**config.mk**
```make
export PLATFORM = sky130hd
export DESIGN_NAME = firmware_package_crc_checker_top_flat
export DESIGN_NICKNAME = d
export VERILOG_FILES = /design/src/design/fpcc_pkg.sv /design/src/design/fpcc_ifs.sv /design/src/design/firmware_package_crc_checker_top.sv /design/src/design/fpcc_parse.sv /design/src/design/fpcc_verdict.sv /design/src/flat_wrapper.sv
export VERILOG_INCLUDE_DIRS = /design/src /design/src/design
export SDC_FILE = /design/constraint.sdc
export NUM_CORES = 1
export LEC_CHECK = 0
export ABC_AREA = 1
export BUFFER_PORTS_ARGS = -buffer_cell sky130_fd_sc_hd__buf_4
export CAP_MARGIN = 15
export CELL_PAD_IN_SITES_DETAIL_PLACEMENT = 1
export CELL_PAD_IN_SITES_GLOBAL_PLACEMENT = 1
export CORE_MARGIN = 5
export CORE_UTILIZATION = 40
export DETAILED_ROUTE_END_ITERATION = 10
export PLACE_DENSITY_LB_ADDON = 0.2
export SLEW_MARGIN = 5
export SYNTH_ARGS = -nofsm -noshare
export SYNTH_HDL_FRONTEND = slang
export SYNTH_SLANG_ARGS = --single-unit
```
**constraint.sdc**
```tcl
create_clock -name clock -period 4.51 [get_ports clock]
set_clock_uncertainty 0.1 [all_clocks]
set_input_delay 0.2255 -clock clock [delete_from_list [all_inputs] [get_ports clock]]
set_output_delay 0.2255 -clock clock [all_outputs]
set_load 0.05 [all_outputs]
```
**src/design/assert_macros.svh**
```systemverilog
// ----------------------------------------------------------------------------
// assert_macros
// Assertion macros shared by the checker rtl; every macro takes a label, the
// clock, the reset that disables it and the checked expressions.
// ----------------------------------------------------------------------------
`ifndef ASSERT_MACROS_SVH
`define ASSERT_MACROS_SVH

`ifndef SYNTHESIS

`define ASSERT_IMPLIES(lbl, clk, rst, ante, cons) \
   lbl: assert property (@(posedge clk) disable iff (rst) (ante) |-> (cons)) \
      else $error("same-cycle implication failed");

`define ASSERT_NEXT(lbl, clk, rst, ante, cons) \
   lbl: assert property (@(posedge clk) disable iff (rst) (ante) |=> (cons)) \
      else $error("next-cycle implication failed");

`define ASSERT_NEVER(lbl, clk, rst, cond) \
   lbl: assert property (@(posedge clk) disable iff (rst) !(cond)) \
      else $error("forbidden condition seen");

`else

`define ASSERT_IMPLIES(lbl, clk, rst, ante, cons)

`define ASSERT_NEXT(lbl, clk, rst, ante, cons)

`define ASSERT_NEVER(lbl, clk, rst, cond)

`endif

`endif

```
**src/design/fpcc_pkg.sv**
```systemverilog
`timescale 1ns / 1ps
`default_nettype none
// ----------------------------------------------------------------------------
// fpcc_pkg
// Types, constants and the byte-wide crc-32 update of the package checker.
// ----------------------------------------------------------------------------
package fpcc_pkg;

   localparam logic [31:0] CRC_POLY    = 32'hEDB88320;
   localparam logic [31:0] CRC_PRESET  = 32'hFFFFFFFF;
   localparam logic [31:0] CRC_XOROUT  = 32'hFFFFFFFF;
   localparam logic [31:0] MAGIC_RESET = 32'h46574152;
   localparam logic [31:0] COUNT_MAX   = 32'hFFFFFFFF;

   typedef enum logic [2:0] {
      ERR_OK        = 3'd0,
      ERR_SHORT     = 3'd1,
      ERR_MAGIC     = 3'd2,
      ERR_SIZE      = 3'd3,
      ERR_CRC       = 3'd4
   } err_code_type;

   // one word moving from the input register into the package state
   typedef struct packed {
      logic fire;
      logic last;
   } step_ctl_type;

   // package state after the current word has been folded in
   typedef struct packed {
      logic [31:0] count;
      logic [31:0] magic;
      logic [31:0] version;
      logic [31:0] size;
      logic [31:0] stored_crc;
      logic [31:0] crc;
   } pkg_state_type;

   // reflected crc-32, one byte, lsb first
   function automatic logic [31:0] crc_byte(input logic [31:0] crc_cur,
                                            input logic [7:0]  data);
      logic [31:0] c;
      c = crc_cur ^ {24'd0, data};
      for (int k = 0; k < 8; k++) begin
         if (c[0]) begin
            c = (c >> 1) ^ CRC_POLY;
         end else begin
            c = c >> 1;
         end
      end
      return c;
   endfunction

endpackage
`default_nettype wire

```
**src/design/fpcc_ifs.sv**
```systemverilog
`timescale 1ns / 1ps
`default_nettype none
// ----------------------------------------------------------------------------
// fpcc channel interfaces
// Valid/ready channels for package bytes, verdicts and the magic register.
// ----------------------------------------------------------------------------
interface fpcc_req_if;
   logic       valid;
   logic       ready;
   logic [7:0] byte_value;
   logic       last_byte;

   modport source (output valid, output byte_value, output last_byte, input ready);
   modport sink   (input valid, input byte_value, input last_byte, output ready);
endinterface

interface fpcc_rsp_if;
   logic        valid;
   logic        ready;
   logic        verdict_ok;
   logic [2:0]  error_code;
   logic [31:0] firmware_version;
   logic [31:0] computed_crc;

   modport source (output valid, output verdict_ok, output error_code,
                   output firmware_version, output computed_crc, input ready);
   modport sink   (input valid, input verdict_ok, input error_code,
                   input firmware_version, input computed_crc, output ready);
endinterface

interface fpcc_csr_if;
   logic        valid;
   logic        ready;
   logic [31:0] expected_magic;

   modport source (output valid, output expected_magic, input ready);
   modport sink   (input valid, input expected_magic, output ready);
endinterface
`default_nettype wire

```
**src/design/firmware_package_crc_checker_top.sv**
```systemverilog
`timescale 1ns / 1ps
`default_nettype none
// ----------------------------------------------------------------------------
// firmware_package_crc_checker_top
// Firmware package verifier: header capture, payload crc-32, one verdict.
// ----------------------------------------------------------------------------
// Package bytes enter on req_ch, one byte per word, with last_byte set on the
// final byte; the block accepts one byte every cycle while no final byte is
// held back, and the verdict for a package is loaded into the result register
// and shown on rsp_ch after its final byte has passed through the input
// register. The rate is set by the byte-wide crc update between those
// registers. A full result register holds back only a final byte; payload
// bytes keep flowing. The user must write the magic word on csr_ch only while
// no package is in flight; the block itself does not enforce this.
`include "assert_macros.svh"

module firmware_package_crc_checker_top
   import fpcc_pkg::*;
#(
   parameter int HEADER_BYTES = 372
) (
   input  wire logic   clock,
   input  wire logic   reset,
   fpcc_req_if.sink    req_ch,
   fpcc_rsp_if.source  rsp_ch,
   fpcc_csr_if.sink    csr_ch
);

   logic          s0_valid_ff, s0_valid_in;
   logic [7:0]    s0_byte_ff;
   logic          s0_last_ff;
   logic [31:0]   magic_ff, magic_in;
   logic          s0_go;
   logic          req_fire;
   logic          res_busy;
   step_ctl_type  step;
   pkg_state_type state_next;

   // a final word waits only while the result register is still occupied
   assign s0_go        = s0_valid_ff && !(s0_last_ff && res_busy);
   assign req_ch.ready = !s0_valid_ff || s0_go;
   assign req_fire     = req_ch.valid && req_ch.ready;
   assign csr_ch.ready = 1'b1;

   assign step.fire = s0_go;
   assign step.last = s0_last_ff;

   always_comb begin
      s0_valid_in = s0_valid_ff;
      if (req_fire) begin
         s0_valid_in = 1'b1;
      end else if (s0_go) begin
         s0_valid_in = 1'b0;
      end
      magic_in = magic_ff;
      if (csr_ch.valid) begin
         magic_in = csr_ch.expected_magic;
      end
   end

   always_ff @(posedge clock) begin
      if (reset) begin
         s0_valid_ff <= 1'b0;
         magic_ff    <= MAGIC_RESET;
      end else begin
         s0_valid_ff <= s0_valid_in;
         magic_ff    <= magic_in;
      end
   end

   always_ff @(posedge clock) begin
      if (req_fire) begin
         s0_byte_ff <= req_ch.byte_value;
         s0_last_ff <= req_ch.last_byte;
      end
   end

   fpcc_parse #(
      .HEADER_BYTES (HEADER_BYTES)
   ) u_parse (
      .clock      (clock),
      .reset      (reset),
      .step       (step),
      .byte_value (s0_byte_ff),
      .state_next (state_next)
   );

   fpcc_verdict #(
      .HEADER_BYTES (HEADER_BYTES)
   ) u_verdict (
      .clock          (clock),
      .reset          (reset),
      .step           (step),
      .state_next     (state_next),
      .expected_magic (magic_ff),
      .res_busy       (res_busy),
      .rsp            (rsp_ch)
   );

   `ASSERT_NEXT(a_word_enters, clock, reset, req_fire, s0_valid_ff)
   `ASSERT_IMPLIES(a_payload_flows, clock, reset, s0_valid_ff && !s0_last_ff, req_ch.ready)
   `ASSERT_NEXT(a_csr_takes, clock, reset, csr_ch.valid, magic_ff == $past(csr_ch.expected_magic))

endmodule
`default_nettype wire

```
**src/design/fpcc_parse.sv**
```systemverilog
`timescale 1ns / 1ps
`default_nettype none
// ----------------------------------------------------------------------------
// fpcc_parse
// Header field capture, payload crc and saturating byte count, one word a cycle while step.fire is set.
// ----------------------------------------------------------------------------
`include "assert_macros.svh"

module fpcc_parse
   import fpcc_pkg::*;
#(
   parameter int HEADER_BYTES = 372
) (
   input  wire logic          clock,
   input  wire logic          reset,
   input  wire step_ctl_type  step,
   input  wire logic [7:0]    byte_value,
   output pkg_state_type      state_next
);

   logic [31:0] count_ff, magic_ff, version_ff, size_ff, stored_crc_ff, crc_ff;
   logic [31:0] count_in, magic_in, version_in, size_in, stored_crc_in, crc_in;
   logic [4:0]  lane_base;
   logic [31:0] idx;

   assign idx       = count_ff;
   assign lane_base = {idx[1:0], 3'b000};

   // state with the current word folded in, before the end-of-package clear
   always_comb begin
      state_next.count      = (count_ff == COUNT_MAX) ? count_ff : count_ff + 32'd1;
      state_next.magic      = magic_ff;
      state_next.version    = version_ff;
      state_next.size       = size_ff;
      state_next.stored_crc = stored_crc_ff;
      state_next.crc        = crc_ff;
      priority if (idx < 32'd4) begin
         state_next.magic[lane_base +: 8] = magic_ff[lane_base +: 8] | byte_value;
      end else if (idx < 32'd8) begin
         state_next.version[lane_base +: 8] = version_ff[lane_base +: 8] | byte_value;
      end else if (idx >= 32'd12 && idx < 32'd16) begin
         state_next.size[lane_base +: 8] = size_ff[lane_base +: 8] | byte_value;
      end else if (idx >= 32'd16 && idx < 32'd20) begin
         state_next.stored_crc[lane_base +: 8] = stored_crc_ff[lane_base +: 8] | byte_value;
      end else begin
      end
      if (idx >= 32'(HEADER_BYTES)) begin
         state_next.crc = crc_byte(crc_ff, byte_value);
      end
   end

   always_comb begin
      count_in      = count_ff;
      magic_in      = magic_ff;
      version_in    = version_ff;
      size_in       = size_ff;
      stored_crc_in = stored_crc_ff;
      crc_in        = crc_ff;
      if (step.fire) begin
         if (step.last) begin
            count_in      = '0;
            magic_in      = '0;
            version_in    = '0;
            size_in       = '0;
            stored_crc_in = '0;
            crc_in        = CRC_PRESET;
         end else begin
            count_in      = state_next.count;
            magic_in      = state_next.magic;
            version_in    = state_next.version;
            size_in       = state_next.size;
            stored_crc_in = state_next.stored_crc;
            crc_in        = state_next.crc;
         end
      end
   end

   always_ff @(posedge clock) begin
      if (reset) begin
         count_ff      <= '0;
         magic_ff      <= '0;
         version_ff    <= '0;
         size_ff       <= '0;
         stored_crc_ff <= '0;
         crc_ff        <= CRC_PRESET;
      end else begin
         count_ff      <= count_in;
         magic_ff      <= magic_in;
         version_ff    <= version_in;
         size_ff       <= size_in;
         stored_crc_ff <= stored_crc_in;
         crc_ff        <= crc_in;
      end
   end

   `ASSERT_NEXT(a_clear_count, clock, reset, step.fire && step.last, count_ff == 32'd0)
   `ASSERT_NEXT(a_clear_crc, clock, reset, step.fire && step.last, crc_ff == CRC_PRESET)
   `ASSERT_NEXT(a_count_moves, clock, reset, step.fire && !step.last, count_ff != 32'd0)

endmodule
`default_nettype wire

```
**src/design/fpcc_verdict.sv**
```systemverilog
`timescale 1ns / 1ps
`default_nettype none
// ----------------------------------------------------------------------------
// fpcc_verdict
// End-of-package checks in priority order and the result register.
// ----------------------------------------------------------------------------
`include "assert_macros.svh"

module fpcc_verdict
   import fpcc_pkg::*;
#(
   parameter int HEADER_BYTES = 372
) (
   input  wire logic          clock,
   input  wire logic          reset,
   input  wire step_ctl_type  step,
   input  wire pkg_state_type state_next,
   input  wire logic [31:0]   expected_magic,
   output logic               res_busy,
   fpcc_rsp_if.source         rsp
);

   logic          rsp_valid_ff, rsp_valid_in;
   logic          ok_ff;
   err_code_type  code_ff, code_in;
   logic [31:0]   version_ff;
   logic [31:0]   crc_out_ff, crc_out_in;
   logic [32:0]   size_total;
   logic          load;

   assign load       = step.fire && step.last;
   assign crc_out_in = state_next.crc ^ CRC_XOROUT;
   // size plus header length, kept one bit wider so it never wraps
   assign size_total = {1'b0, state_next.size} + 33'(HEADER_BYTES);

   always_comb begin
      priority if (state_next.count < 32'(HEADER_BYTES)) begin
         code_in = ERR_SHORT;
      end else if (state_next.magic != expected_magic) begin
         code_in = ERR_MAGIC;
      end else if (size_total != {1'b0, state_next.count}) begin
         code_in = ERR_SIZE;
      end else if (crc_out_in != state_next.stored_crc) begin
         code_in = ERR_CRC;
      end else begin
         code_in = ERR_OK;
      end
   end

   always_comb begin
      rsp_valid_in = rsp_valid_ff;
      if (load) begin
         rsp_valid_in = 1'b1;
      end else if (rsp.ready) begin
         rsp_valid_in = 1'b0;
      end
   end

   always_ff @(posedge clock) begin
      if (reset) begin
         rsp_valid_ff <= 1'b0;
      end else begin
         rsp_valid_ff <= rsp_valid_in;
      end
   end

   always_ff @(posedge clock) begin
      if (load) begin
         ok_ff      <= (code_in == ERR_OK);
         code_ff    <= code_in;
         version_ff <= state_next.version;
         crc_out_ff <= crc_out_in;
      end
   end

   assign res_busy             = rsp_valid_ff && !rsp.ready;
   assign rsp.valid            = rsp_valid_ff;
   assign rsp.verdict_ok       = ok_ff;
   assign rsp.error_code       = code_ff;
   assign rsp.firmware_version = version_ff;
   assign rsp.computed_crc     = crc_out_ff;

   `ASSERT_IMPLIES(a_ok_matches_code, clock, reset, rsp_valid_ff, ok_ff == (code_ff == ERR_OK))
   `ASSERT_NEXT(a_load_shows, clock, reset, load, rsp_valid_ff)
   `ASSERT_NEVER(a_no_overwrite, clock, reset, load && res_busy)

endmodule
`default_nettype wire
```
**src/flat_wrapper.sv**
```systemverilog
// flat-port wrapper written by rule: the top's interface ports become plain ports
module firmware_package_crc_checker_top_flat import fpcc_pkg::*;
#(
   parameter int HEADER_BYTES = 372
)
  (clock, reset, req_ch_valid, req_ch_byte_value, req_ch_last_byte, req_ch_ready, rsp_ch_valid, rsp_ch_verdict_ok, rsp_ch_error_code, rsp_ch_firmware_version, rsp_ch_computed_crc, rsp_ch_ready, csr_ch_valid, csr_ch_expected_magic, csr_ch_ready);
  fpcc_req_if req_ch_i ();
  fpcc_rsp_if rsp_ch_i ();
  fpcc_csr_if csr_ch_i ();
  input  wire logic clock;
  input  wire logic reset;
  input wire logic [$bits(req_ch_i.valid)-1:0] req_ch_valid;
  input wire logic [$bits(req_ch_i.byte_value)-1:0] req_ch_byte_value;
  input wire logic [$bits(req_ch_i.last_byte)-1:0] req_ch_last_byte;
  output wire logic [$bits(req_ch_i.ready)-1:0] req_ch_ready;
  output wire logic [$bits(rsp_ch_i.valid)-1:0] rsp_ch_valid;
  output wire logic [$bits(rsp_ch_i.verdict_ok)-1:0] rsp_ch_verdict_ok;
  output wire logic [$bits(rsp_ch_i.error_code)-1:0] rsp_ch_error_code;
  output wire logic [$bits(rsp_ch_i.firmware_version)-1:0] rsp_ch_firmware_version;
  output wire logic [$bits(rsp_ch_i.computed_crc)-1:0] rsp_ch_computed_crc;
  input wire logic [$bits(rsp_ch_i.ready)-1:0] rsp_ch_ready;
  input wire logic [$bits(csr_ch_i.valid)-1:0] csr_ch_valid;
  input wire logic [$bits(csr_ch_i.expected_magic)-1:0] csr_ch_expected_magic;
  output wire logic [$bits(csr_ch_i.ready)-1:0] csr_ch_ready;
  assign req_ch_i.valid = req_ch_valid;
  assign req_ch_i.byte_value = req_ch_byte_value;
  assign req_ch_i.last_byte = req_ch_last_byte;
  assign req_ch_ready = req_ch_i.ready;
  assign rsp_ch_valid = rsp_ch_i.valid;
  assign rsp_ch_verdict_ok = rsp_ch_i.verdict_ok;
  assign rsp_ch_error_code = rsp_ch_i.error_code;
  assign rsp_ch_firmware_version = rsp_ch_i.firmware_version;
  assign rsp_ch_computed_crc = rsp_ch_i.computed_crc;
  assign rsp_ch_i.ready = rsp_ch_ready;
  assign csr_ch_i.valid = csr_ch_valid;
  assign csr_ch_i.expected_magic = csr_ch_expected_magic;
  assign csr_ch_ready = csr_ch_i.ready;
  firmware_package_crc_checker_top #(.HEADER_BYTES(HEADER_BYTES)) u_core (.clock(clock), .reset(reset), .req_ch(req_ch_i), .rsp_ch(rsp_ch_i), .csr_ch(csr_ch_i));
endmodule
```
Yosys cells after proc, flatten, opt, wreduce, memory -nomap -nowiden
Index checks and enable logic that the tools add are counted.

operators by class
  reduce and logical (&&, ||, !) cells = 14
  magnitude comparators = 8
  bitwise gates (word level) = 14
  add/subtract/negate cells = 3
  multiplexer cells = 42
  equality and inequality tests = 4
  shift operators = 9

operators by type and width
  kind                      number
  $mux W32                  28
  $bwmux W32                4
  $shiftx A32 B6 Y8         4
  $shiftx A8 B7 Y32         4
  $not A13 Y14              8
  $mux W96                  1
  $lt A32 B5 Y1 const B     2
  $mux W64                  1
  $ne A32 B32 Y1            2
  $add A32 B9 Y33 const B   1
  $ne A33 B32 Y1            1
  $add A32 B1 Y32 const B   1
  $eq A32 B32 Y1 const B    1
  $ge A32 B4 Y1 const B     1
  $ge A32 B5 Y1 const B     1
  $ge A32 B9 Y1 const B     1
  $lt A32 B3 Y1 const B     1
  $lt A32 B4 Y1 const B     1
  $lt A32 B9 Y1 const B     1
  $not A32 Y32              1
  $or A8 B8 Y8              4
  $shift A8 B7 Y32 const A  1
  $xor A32 B8 Y32           1
  $mux W3                   4
  other kinds (7)           19

word-level totals
  output and inout bits = 71
  bits in registers = 303
  word-level logic and storage cells = 109
  input bits = 46

Longest topological paths before layout
  word-level depth = 32
  depth in mapped cells = 31
  depth with buffers taken out = 26

Modules after synthesis
From an unflattened synthesis, not the netlist that was laid out.

unflattened totals
  cells, all modules = 3095
  area, all modules = 19557.5 µm²

modules (own cells, without submodules)
  module                            cells each  area each (µm²)  seq. area each (µm²)  times used
  fpcc_parse                        2321        13436.6          3843.7                1
  fpcc_verdict                      617         4698.3           2062.0                1
  firmware_package_crc_checker_top  157         1422.6           930.9                 1

Worst setup path before layout
Ideal clock, no wire load.

  path kind = reg2reg
  start point = register u_core.u_parse.count_ff[0]
  end point = register u_core.u_verdict.code_ff[1], in the netlist u_core.u_verdict.rsp.error_code[1] (data pin)
  buffers on the path = 7
  arrival time = 3922 ps
  cell stages (with the launch flop) = 31
  setup time = 249 ps
  required time = 4161 ps
  slack = 239 ps
  clock period less this slack = 4271 ps
  cell sequence = dfxtp_1 > buf_2 > inv_2 > buf_2 > buf_4 > buf_2 > buf_2 > buf_1 > ha_1 > buf_2 > inv_1 > nor2_1 > inv_1 > nor3_1 > nand2_1 > o21ai_1 > nand2_1 > nor2_1 > inv_1 > nor2_2 > nand2_1 > nand2_1 > nand2_1 > nand2_1 > nand2_1 > nor2_1 > nand3_1 > nor2_1 > nand3_1 > nand2_1 > inv_1

between the ends
  longest elaborated chain between the ends = 12
  elaborated cells between the ends (all ways) = 29
  those cells by class = 3 x add/sub; 5 x order compare; 3 x eq/ne; 5 x shift; 10 x mux; 2 x bitwise; 1 x reduce/logical

ends and longest elaborated chain
  what                             line                source
  start, declared                  fpcc_parse.sv:21    logic [31:0] count_ff, magic_ff, version_ff, size_ff, stored_crc_ff, crc_ff;
  start signal, assigned           fpcc_parse.sv:87    count_ff <= count_in;
  $shiftx A32 B6 Y8                fpcc_parse.sv:42    state_next.size[lane_base +: 8] = size_ff[lane_base +: 8] | byte_value;
  $or A8 B8 Y8                     fpcc_parse.sv:42
  $shiftx A8 B7 Y32                fpcc_parse.sv:42
  $bwmux W32                       fpcc_parse.sv:42
  $mux W32                         fpcc_parse.sv:41    end else if (idx >= 32'd12 && idx < 32'd16) begin
  $mux W64                         fpcc_parse.sv:39    end else if (idx < 32'd8) begin
  $mux W96                         fpcc_parse.sv:37    priority if (idx < 32'd4) begin
  $add A32 B9 Y33                  fpcc_verdict.sv:34  assign size_total = {1'b0, state_next.size} + 33'(HEADER_BYTES);
  $ne A33 B32 Y1                   fpcc_verdict.sv:41  end else if (size_total != {1'b0, state_next.count}) begin
  $mux W3                          fpcc_verdict.sv:41
  $mux W3                          fpcc_verdict.sv:39  end else if (state_next.magic != expected_magic) begin
  $mux W3 *                        fpcc_verdict.sv:37  priority if (state_next.count < 32'(HEADER_BYTES)) begin
  net u_core.u_verdict.code_in[1]  fpcc_verdict.sv:25  err_code_type code_ff, code_in;
  end signal, assigned             fpcc_verdict.sv:70  code_ff <= code_in;
  end, declared                    fpcc_verdict.sv:25

Mark *: on every way through the listed nets, which the timed path passes. The rest lies on a longest branch.
A chain may end at the register's enable or synchronous reset.

Final worst setup path
  start point = register u_core.u_parse.count_ff[0]
  end point = register u_core.u_verdict.ok_ff, in the netlist u_core.u_verdict.rsp.verdict_ok (data pin)

between the ends
  longest elaborated chain between the ends = 14
  elaborated cells between the ends (all ways) = 44
  those cells by class = 3 x add/sub; 8 x order compare; 4 x eq/ne; 7 x shift; 15 x mux; 4 x bitwise; 3 x reduce/logical

ends and longest elaborated chain
  what                                                      line                source
  branches (longest 12 deep; another with $add A32 B9 Y33)  -
  $mux W3 *                                                 fpcc_verdict.sv:37
  $logic_not A3 Y1 *                                        fpcc_verdict.sv:69  ok_ff <= (code_in == ERR_OK);
  end signal, assigned                                      fpcc_verdict.sv:69
  end, declared                                             fpcc_verdict.sv:24  logic ok_ff;

Mark *: on every way between the ends.

==> flow_metrics.env <==
export IMPL_cp_max_fo=86
export IMPL_yosysTopAreaCell="dfxtp_1"
export IMPL_coreArea_sq_um=45300
export IMPL_wl_per_cell_um=20.6
export IMPL_first_pass_iters=5
export IMPL_min_from="csr_ch_valid"
export IMPL_drtAntennaViolNets=0
export IMPL_synth_edf_count=77
export IMPL_clk_latency_ns=0.56
export IMPL_ys_warn_count=0
export IMPL_antenna_found_initial=1
export IMPL_pin_count=117
export IMPL_synth_top_area_share_pct=24.8
export IMPL_peakVddDrop_mv=0.227
export IMPL_io_buffers=115
export IMPL_crit_path_end_kind="register"
export IMPL_fmax_mhz=237
export IMPL_crit_path_cell_trace="buf_12, ha_2, clkinvlp_4, nor2_1, nand2_1, o21ai_0, xnor2_1, nand3_1, nor3_1, nand3_1, nor2_1, buf_4, nand4_1, nor2_1"
export IMPL_status="finished clean"
export IMPL_rrSetupSlack_ns=0.29
export IMPL_die_area_sq_um=50000
export IMPL_timing_max_cap_violations=0
export IMPL_grt_pass1_vias=19279
export IMPL_htreeDepth=2
export IMPL_power_density_nw_per_um2=316
export IMPL_post_route_period_util_pct=93.6
export IMPL_reg2reg_from="u_core.u_parse.count_ff[0]"
export IMPL_crit_start="u_core.u_parse.count_ff[0]"
export IMPL_finalMaxSlewViolations=0
export IMPL_yosysMostFrequentCell="nand2_1"
export IMPL_critical_path_slowest_cell="o21ai_0"
export IMPL_setup_violations=0
export IMPL_synth_cells=2679
export IMPL_vias=18920
export IMPL_yosysUniqueCellTypes=60
export IMPL_drive_above_1_share_pct=10.9
export IMPL_syn_area_sq_um=18200
export IMPL_relSlewSlack_pct=23.1
export IMPL_min_period_ns=4.22
export IMPL_via_per_inst=5.49
export IMPL_synth_top_family_by_area="simple AND/OR/NAND/NOR gates"
export IMPL_syn_avg_cell_area_sq_um=6.81
export IMPL_clock_sinks=303
export IMPL_dpl_hpwl_um=50400
export IMPL_area_growth_pct=18.8
export IMPL_ys_ff_latch=303
export IMPL_synth_area_leaders="dfxtp_1 (25%), nand2_1 (18%), edfxtp_1 (13%)"
export IMPL_grt_overflow_total=0
export IMPL_grt_pass1_wl_um=111000
export IMPL_antenna_cells=0
export IMPL_synth_simple_area_share_pct=31.1
export IMPL_hold_viol_final=0
export IMPL_ys_seq_area_share_pct=37.5
export IMPL_die_w_um=224
export IMPL_grt_use_total_pct=27.6
export IMPL_p_leak_nw=8.34
export IMPL_startpoint_type="register"
export IMPL_synthMuxAreaShare_pct=0.0549
export IMPL_start_util_pct=40.3
export IMPL_r2r_end="u_core.u_verdict.rsp.verdict_ok"
export IMPL_whs_path_depth=3
export IMPL_rows=78
export IMPL_synth_compound_area_share_pct=16.1
export IMPL_cts_tree="built"
export IMPL_place_gp_congestion=0.917
export IMPL_hold_class="input pin to register"
export IMPL_drcViolationCount=0
export IMPL_drt_wl_total_um=70900
export IMPL_max_stage_delay_ns=0.53
export IMPL_worstPathRequired_ns=4.82
export IMPL_ys_flop_type="dfxtp_1"
export IMPL_fin_nets=2872
export IMPL_rsz0062_at_grt="no"
export IMPL_crit_type="register to register"
export IMPL_synthXorXnorAreaFrac_pct=7.71
export IMPL_tightestPinTransition_ns=1.15
export IMPL_drt_iter0_drc=1492
export IMPL_fin_total_pwr_w=0.00684
export IMPL_clockBufferDepth=3
export IMPL_cp_common_cell="nor2_1"
export IMPL_die_y_um=224
export IMPL_fin_setup_tns_ns=0
export IMPL_clkTransAtPathRegs_ns=0.06
export IMPL_cts_buffers=38
export IMPL_holdPathEnd="u_core.magic_ff[11]"
export IMPL_arrival_ns=4.53
export IMPL_synth_fp_nets=2731
export IMPL_grt_max_degree=108
export IMPL_synthTopCellsByCount="nand2_1 (875), a21oi_1 (248), dfxtp_1 (226), nor2_1 (217), inv_1 (201)"
export IMPL_synthAdderAreaFrac_pct=0.411
export IMPL_async_reset_ff_share_pct=0
export IMPL_reg2reg_depth=14
export IMPL_root_buffer="clkbuf_16"
[final cells by class]
cell class	instances	area [sq um]
clock buffers	48	1050
clock inverters	18	186
fillers	5861	23600
inverters	206	777
multi-input cells	2042	10100
flip-flops and latches	303	6840
well taps	600	751
repair buffers	229	1940
[worst max-delay path by stage]
stage | to | depth (start not counted)
6_report | u_core.u_verdict.rsp.verdict_ok | 14
5_1_grt | u_core.u_verdict.rsp.verdict_ok | 22
4_1_cts | u_core.u_verdict.rsp.error_code[2] | 14
3_5_place_dp | u_core.u_verdict.rsp.error_code[2] | 14
3_3_place_gp | u_core.u_verdict.rsp.error_code[2] | 23
2_1_floorplan | u_core.u_verdict.rsp.error_code[1] | 30
[cells in the final DEF (no fill, tap or decap), types with 6 or more instances in the layout]
| cell | instances |
|---|---|
| nor3_1 | 30 |
| nand3b_1 | 9 |
| nand4_1 | 29 |
| o32ai_1 | 7 |
| a21oi_1 | 248 |
| clkinv_2 | 7 |
| o211ai_1 | 15 |
| inv_1 | 200 |
| o21a_1 | 7 |
| dfxtp_1 | 224 |
| edfxtp_1 | 77 |
| nand3_1 | 121 |
| o31ai_1 | 10 |
| nor2_4 | 6 |
| nand2_2 | 12 |
| nand2_1 | 873 |
| or2_2 | 11 |
| xnor2_1 | 51 |
| nor4_1 | 11 |
| clkbuf_16 | 39 |
| xor2_1 | 101 |
| nor2_2 | 15 |
| a32o_1 | 7 |
| o22ai_1 | 22 |
| o21ai_1 | 14 |
| buf_4 | 166 |
| clkinv_1 | 7 |
| nor2_1 | 215 |
| o21ai_2 | 8 |
| o21ai_0 | 159 |
| dlygate4sd3_1 | 57 |
[what timing repair did]
item | in CTS | in global routing
endpoints found under the setup margin | 0 | 3
hold endpoints to repair | 43 | 0
hold buffers | 57 | 0
setup buffers | 0 | 1
resized for setup | 0 | 10
[per-stage QoR]
stage / instances / util, % / hold WS [ns] / instance area, sq um / setup WS [ns]
3_5_place_dp: 3322 / 43.8 / 0.305 / 19800 / 0.0954
2_1_floorplan: 2679 / - / 0.224 / 18200 / 0.239
5_1_grt: 3446 / 47.9 / 0.104 / 21700 / 0.00351
6_report: 3446 / 47.9 / 0.0760 / 21700 / 0.290
4_1_cts: 3445 / 47.8 / 0.0454 / 21600 / 0.0848
3_3_place_gp: 3322 / 43.8 / 0.300 / 19800 / 0.139
[layer usage]
metal | part of all wire (%) | global-route usage, % | vias up
met5 | 0.065 | 0 | -
met4 | 3.0 | 8.68 | 2
met3 | 4.8 | 3.47 | 113
met2 | 48 | 47.4 | 509
met1 | 44 | 36.3 | 9246
li1 | - | - | 9050
[critical path, delay by kind of cell (launching register included)]
family,cells,cell delay [ns]
and+or+nand+nor,8,1.57
DFF,1,0.42
buffers and inverters,3,0.84
xor gates and xnor gates,1,0.18
AOI/OAI and AO/OA,1,0.53
adders and majority gates,1,0.38
[flip-flops by register name, indices dropped and copies added, names as in the netlist]
name                                   count
u_core.u_verdict.rsp.valid                 1
u_core.u_parse.stored_crc_ff              32
u_core.u_parse.count_ff                   32
u_core.magic_ff                           32
u_core.u_verdict.rsp.error_code            3
u_core.u_verdict.rsp.computed_crc         32
u_core.s0_last_ff                          1
u_core.u_verdict.rsp.firmware_version     32
u_core.s0_byte_ff                          8
u_core.u_parse.crc_ff                     32
u_core.u_parse.magic_ff                   32
u_core.u_verdict.rsp.verdict_ok            1
u_core.s0_valid_ff                         1
u_core.u_parse.version_ff                 32
u_core.u_parse.size_ff                    32
[where the power goes]
| group | total (W) | internal (W) | switching, W | leakage [nW] |
|---|---|---|---|---|
| sequential | 0.00291 | 0.00285 | 0.0000547 | 2.55 |
| clock | 0.00310 | 0.00183 | 0.00128 | 0.615 |
| combinational | 0.000837 | 0.000291 | 0.000545 | 5.18 |
[kinds of logic (layout without fill, tap and decap cells)]
| logic type | Yosys count | in the layout |
|---|---|---|
| simple gates | 1353 | 1353 |
| compound gates | 525 | 525 |
| buf+inv | 334 | 501 |
| flops | 303 | 303 |
| xor+xnor | 156 | 156 |
| fa+ha+maj | 6 | 6 |
| other cells | 1 | 1 |
| mux | 1 | 1 |
No activity file was read; power rests on OpenSTA's default activity.
